### config.mk
export PLATFORM = sky130hd
export DESIGN_NAME = kts_control
export DESIGN_NICKNAME = d
export VERILOG_FILES = /design/src/hw/rtl/kts_pkg.sv /design/src/hw/rtl/kts_control.sv
export SDC_FILE = /design/constraint.sdc
export NUM_CORES = 1
export LEC_CHECK = 0
export BUFFER_PORTS_ARGS = -buffer_cell sky130_fd_sc_hd__buf_2
export CAP_MARGIN = 20
export CELL_PAD_IN_SITES_DETAIL_PLACEMENT = 1
export CELL_PAD_IN_SITES_GLOBAL_PLACEMENT = 1
export CORE_ASPECT_RATIO = 0.75
export CORE_MARGIN = 3
export CORE_UTILIZATION = 43
export DETAILED_ROUTE_END_ITERATION = 12
export PLACE_DENSITY_LB_ADDON = 0.1
export SYNTH_ARGS = -nofsm -noshare
export SYNTH_HDL_FRONTEND = slang
export SYNTH_SLANG_ARGS = --single-unit
### constraint.sdc
create_clock -name clk -period 4.2 [get_ports clk]
set_input_delay 0.42 -clock clk [delete_from_list [all_inputs] [get_ports clk]]
set_output_delay 0.42 -clock clk [all_outputs]
set_load 0.005 [all_outputs]
### src/hw/rtl/kts_pkg.sv
package kts_pkg;

  localparam int MaxKeyframes = 16;
  localparam int FracOne = 65536;

  // Item kinds carried in the action field.
  localparam logic [1:0] ACT_TICK  = 2'd0;
  localparam logic [1:0] ACT_PUSH  = 2'd1;
  localparam logic [1:0] ACT_CLEAR = 2'd2;
  localparam logic [1:0] ACT_INIT  = 2'd3;

  // Easing modes; the unused code behaves as linear.
  localparam logic [1:0] EASE_LINEAR = 2'd0;
  localparam logic [1:0] EASE_IN     = 2'd1;
  localparam logic [1:0] EASE_DECEL  = 2'd2;

  // Register indexes on the configuration port.
  localparam logic REG_LOOP_COUNT = 1'b0;
  localparam logic REG_TRANSIENT  = 1'b1;

  typedef struct packed {
    logic [1:0]  action;
    logic signed [15:0] pos_x;
    logic signed [15:0] pos_y;
    logic [15:0] size_w;
    logic [15:0] size_h;
    logic signed [15:0] angle;
    logic [15:0] alpha;
    logic [31:0] duration;
    logic [1:0]  easing;
    logic [31:0] now_ms;
  } in_item_t;

  typedef struct packed {
    logic        updated;
    logic        is_running;
    logic signed [15:0] out_x;
    logic signed [15:0] out_y;
    logic [15:0] out_w;
    logic [15:0] out_h;
    logic signed [15:0] out_angle;
    logic [15:0] out_alpha;
  } out_item_t;

  // Commands from the controller to the datapath.
  typedef struct packed {
    logic capture;     // register the accepted item
    logic key_write;   // append the captured keyframe
    logic init;        // load home and last values
    logic seg_begin;   // restart at first keyframe from home
    logic seg_next;    // step to the next keyframe from last
    logic div_start;   // start the fraction divider
    logic div_step;    // one divider iteration
    logic mul_start;   // begin the channel blend sequence
    logic mul_step;    // one blend step
    logic result_load; // load the output register
    logic result_upd;  // updated flag for the result
  } kts_cmd_t;

  // Status from the datapath to the controller.
  typedef struct packed {
    logic [1:0] action;
    logic       seg_done;   // elapsed time exceeds active duration
    logic       div_done;
    logic       mul_done;
  } kts_sts_t;

endpackage

### src/hw/rtl/kts_control.sv
module kts_control #(
  parameter int MaxKeyframes = kts_pkg::MaxKeyframes
) (
  input  logic              clk,
  input  logic              rst_n,
  input  logic              in_valid,
  output logic              in_stall,
  output logic              out_valid,
  input  logic              out_stall,
  input  logic signed [15:0] loop_count,
  input  logic              transient_mode,
  input  kts_pkg::kts_sts_t sts,
  input  logic [$clog2(MaxKeyframes+1)-1:0] key_count,
  input  logic [$clog2(MaxKeyframes+1)-1:0] active_index,
  output kts_pkg::kts_cmd_t cmd,
  output logic              go_flag,
  output logic              run_flag
);

  localparam int CW = $clog2(MaxKeyframes+1);

  localparam logic [3:0] S_IDLE   = 4'd0;
  localparam logic [3:0] S_DECODE = 4'd1;
  localparam logic [3:0] S_CHECK  = 4'd2;
  localparam logic [3:0] S_STEP   = 4'd3;
  localparam logic [3:0] S_READ   = 4'd4;
  localparam logic [3:0] S_DIV    = 4'd5;
  localparam logic [3:0] S_MUL    = 4'd6;
  localparam logic [3:0] S_RESULT = 4'd7;
  localparam logic [3:0] S_OUT    = 4'd8;
  localparam logic [3:0] S_WAIT   = 4'd9;

  logic [3:0]  state_r, state_nxt;
  logic        none_r, none_nxt;
  logic        run_r, run_nxt;
  logic        go_r, go_nxt;
  logic [15:0] passes_r, passes_nxt;
  logic        out_valid_r, out_valid_nxt;
  logic        stale, at_end;

  assign stale  = !none_r && (active_index >= key_count);
  assign at_end = !none_r && (stale || (CW'(active_index + CW'(1)) >= key_count));

  always_comb begin
    state_nxt     = state_r;
    none_nxt      = none_r;
    run_nxt       = run_r;
    go_nxt        = go_r;
    passes_nxt    = passes_r;
    out_valid_nxt = out_valid_r;
    cmd           = '0;
    if (out_valid_r && !out_stall) begin
      out_valid_nxt = 1'b0;
    end
    unique case (state_r)
      S_IDLE: begin
        if (in_valid) begin
          cmd.capture = 1'b1;
          state_nxt   = S_DECODE;
        end
      end
      S_DECODE: begin
        go_nxt = 1'b0;
        priority if (sts.action == kts_pkg::ACT_PUSH) begin
          cmd.key_write = 1'b1;
          state_nxt     = S_RESULT;
        end else if (sts.action == kts_pkg::ACT_INIT) begin
          cmd.init   = 1'b1;
          none_nxt   = 1'b1;
          passes_nxt = '0;
          run_nxt    = 1'b1;
          state_nxt  = S_RESULT;
        end else if (sts.action == kts_pkg::ACT_TICK && key_count != '0) begin
          state_nxt = S_CHECK;
        end else begin
          state_nxt = S_RESULT;
        end
      end
      // Keyframe RAM read for the current position lands here.
      S_CHECK: begin
        state_nxt = S_STEP;
      end
      S_STEP: begin
        go_nxt    = 1'b1;
        state_nxt = S_READ;
        if (none_r || stale || sts.seg_done) begin
          if (at_end) begin
            if (loop_count == -16'sd1) begin
              none_nxt = 1'b1;
            end else if ($signed({1'b0, passes_r}) < 17'(loop_count)) begin
              passes_nxt = passes_r + 16'd1;
              none_nxt   = 1'b1;
            end else begin
              if (transient_mode) run_nxt = 1'b0;
              go_nxt    = 1'b0;
              state_nxt = S_RESULT;
            end
          end
          if (go_nxt) begin
            if (none_nxt) begin
              cmd.seg_begin = 1'b1;
            end else begin
              cmd.seg_next = 1'b1;
            end
            none_nxt = 1'b0;
          end
        end
      end
      // Wait for the new keyframe to be read, then start the divider.
      S_READ: begin
        state_nxt = S_DIV;
      end
      S_DIV: begin
        cmd.div_start = 1'b1;
        state_nxt     = S_WAIT;
      end
      S_WAIT: begin
        if (sts.div_done) begin
          cmd.mul_start = 1'b1;
          state_nxt     = S_MUL;
        end else begin
          cmd.div_step = 1'b1;
        end
      end
      S_MUL: begin
        if (sts.mul_done) begin
          state_nxt = S_RESULT;
        end else begin
          cmd.mul_step = 1'b1;
        end
      end
      S_RESULT: begin
        if (!out_valid_r || !out_stall) begin
          cmd.result_load = 1'b1;
          cmd.result_upd  = 1'b1;
          out_valid_nxt   = 1'b1;
          state_nxt       = S_OUT;
        end
      end
      S_OUT: begin
        state_nxt = S_IDLE;
      end
      default: state_nxt = S_IDLE;
    endcase
  end

  always_ff @(posedge clk) begin
    if (!rst_n) begin
      state_r     <= S_IDLE;
      none_r      <= 1'b1;
      run_r       <= 1'b1;
      go_r        <= 1'b0;
      passes_r    <= '0;
      out_valid_r <= 1'b0;
    end else begin
      state_r     <= state_nxt;
      none_r      <= none_nxt;
      run_r       <= run_nxt;
      go_r        <= go_nxt;
      passes_r    <= passes_nxt;
      out_valid_r <= out_valid_nxt;
    end
  end

  assign in_stall  = (state_r != S_IDLE);
  assign out_valid = out_valid_r;
  assign go_flag   = go_r;
  assign run_flag  = run_nxt;

endmodule

==> out/qor.yml <==
worst_path_max_delay_cell: "a31oi_1"
clkLatencyLatePin_ns: 0.27
rr_endpoint: "passes_r[12]"
rrSetupSlack_ns: 1.83
period_needed_ns: 2.92
hold_depth: 2
first_global_vias: 2237
relSlewSlack: 0.638
grt_usage: 0.197
drt_wl_total_um: 6150
die_y_um: 69.7
hold_path_end: "run_r"
yosys.cell_types.count: 54
register_area_um2: 480
io_buffers: 50
met2_usage: 0.310
synth_ff_type: "dfxtp_1"
postSynthAreaPerCell_um2: 7.97
nets: 399
fp.dieW_um: 91.0
leakagePower_nw: 1.21
ys_seq_area_frac: 0.206
finClkSkew_ns: 0.00212
drtIter0Drc: 102
clock_path_buffers: 2
cts_tree: "done"
root_buffer: "clkbuf_8"
rows: 22
fmax_ghz: 0.343
diodes: 0
cap_viol_max_count: 0
synth-seq-cells: 24
min_path_type: "in -> reg"
place_area_mm2: 0.00261
gp_congestion: 0.828
post_drt_wl_per_cell_um: 15.1
max_slew.worst_pin.slew_ns: 0.540
fin_tns_setup_ns: 0
cp-end-kind: "output pin"
max_stage_delay_ns: 0.44
cp.buffers_inverters: 3
syn_area_mm2: 0.00233
cp.arrival_ns: 2.50
start_kind: "input port"
cts.reportedPaths.clkPinSlew_ns: 0.09
drc: 0
maxSlewViolCount: 0
htree_levels: 1
synth_edf_count: 0
grt_max_degree: 36
hpwl_um: 4930
vias: 2250
setup_viol: 0
cp.required_ns: 3.78
irDropWorstVdd_v: 0.000152
hp-start: "transient_mode"
power_density_mw_per_mm2: 329
drive_above_1_share: 0.232
final_area_mm2: 0.00271
ctsResizeCount: 0
met1_usage: 0.292
syn-num-nets: 354
crit_top_cell: "buf_2"
layout-area-overhead-vs-synth_pct: 16.2
via_per_inst: 5.51
run_status: "complete, no violations"
ant_nets: 0
grt_pass1_wl_um: 10500
crit_path_max_fanout: 5
start_util: 0.460
overflow: 0
crit_family: "compound AO/OA/AOI/OAI gates"
fin_crit_sh: 0.694
timing.final.hold_violations: 0
core_mm2: 0.00506
postCtsHoldBufs: 0
dr.pass1.iters: 4
antenna_found_initial: 0
grt.met3_usage: 0.0293
synthArstFlopShare: 0
rsz0062_at_grt: "no"
cp_cell_sequence: "buf_2 > inv_1 > ha_1 > and2_1 > or4_1 > a31oi_1 > nor3_1 > o211a_1 > a21oi_1 > buf_2"
r2r_start: "passes_r[14]"
cts_buffers: 3
pin_count: 51
die_area_mm2: 0.00634
worstRegToRegCells: 7
cts.sinks: 24
multi_input_area_mm2: 0.00168
top_usage_layer: "met2"
syn_inst: 292
worstSetupPathType: "in -> out"
cts_setup_buffers: 0
fillCellCount: 662
synth_warnings: 0
report_power, final:
| part | switching, mW | total (mW) | internal, mW |
|---|---|---|---|
| combinational | 0.228 | 0.389 | 0.162 |
| clock | 0.0797 | 0.207 | 0.128 |
| sequential | 0.0418 | 0.292 | 0.251 |
| total | 0.349 | 0.889 | 0.540 |
final cells by class:
class                           count  share of cell area
Clock buffer                        3              0.0153
Tap cell                           72              0.0333
Inverter                           25              0.0347
Clock inverter                      1              0.0111
Sequential cell                    24               0.178
Timing Repair Buffer               53               0.108
Multi-Input combinational cell    230               0.620
synth_stat cells (3+ instances only):
master | n | area, um^2
nand2b_1 | 15 | 93.8
a21oi_1 | 12 | 60.1
nand4_1 | 9 | 56.3
nor2_1 | 16 | 60.1
mux2i_1 | 15 | 150
nor2b_1 | 4 | 25.0
and3_1 | 4 | 25.0
nor4_1 | 3 | 18.8
a211oi_1 | 3 | 22.5
buf_4 | 3 | 22.5
o311a_1 | 3 | 30.0
nand3_1 | 11 | 55.1
and2_1 | 4 | 25.0
o21ai_0 | 10 | 50.1
nand2_1 | 36 | 135
nor4_2 | 9 | 113
ha_1 | 26 | 325
buf_2 | 6 | 30.0
a31oi_1 | 3 | 18.8
inv_1 | 25 | 93.8
nor3_1 | 11 | 55.1
dfxtp_1 | 24 | 480
per-layer routing:
metal | up-vias | routed length, um
met5 | - | 0
met4 | 0 | 44
met1 | 1055 | 3270
li1 | 1146 | -
met3 | 6 | 237
met2 | 43 | 2600
metrics by stage:
stage               hold WS (ns)   util  std cells  power (mW)  setup slack (ns)
CTS                        0.332  0.529        407       0.890              1.29
finish                     0.339  0.534        408       0.889              1.28
global placement           0.469  0.515        403       0.668              1.35
detailed placement         0.476  0.515        403       0.679              1.31
floorplan                  0.450      -        292       0.583              1.65
global route               0.362  0.534        408       0.959              1.07
layout by cell type (no fill, tap or decap), types with 3 or more instances in the layout:
master	n
nor2b_1	4
a31oi_1	3
dfxtp_1	24
ha_1	26
nand2_1	36
nor2_1	16
a211oi_1	3
mux2i_1	15
nand2b_1	15
nor3_1	10
a21oi_1	12
nor4_2	9
buf_2	50
and3_1	4
o21ai_0	10
and2_1	4
o311a_1	3
nand3_1	11
clkbuf_8	3
nor4_1	3
inv_1	25
nand4_1	9
logic make-up after synthesis:
logic type | after synthesis | share of synthesized area
buffers and inverters | 38 | 0.0758
and+or+nand+nor | 139 | 0.352
DFF | 24 | 0.206
muxes | 15 | 0.0645
xor gates and xnor gates | 3 | 0.0113
AOI/OAI and AO/OA | 47 | 0.150
adders and majority gates | 26 | 0.140
registers in the layout, indices dropped and copies added (netlist names):
signal     count
run_r          1
none_r         1
out_valid      1
passes_r      16
go_flag        1
state_r        4
worst max-delay path by stage:
stage	slack, ns	to	cells past startpoint	from
2_1_floorplan	1.65	passes_r[10]	10	active_index[0]
3_3_place_gp	1.35	run_flag	10	key_count[4]
3_5_place_dp	1.31	run_flag	10	key_count[4]
4_1_cts	1.29	run_flag	10	key_count[4]
5_1_grt	1.07	run_flag	10	key_count[4]
6_report	1.28	run_flag	10	key_count[4]
Note: power is estimated with default switching activity, not from simulation.
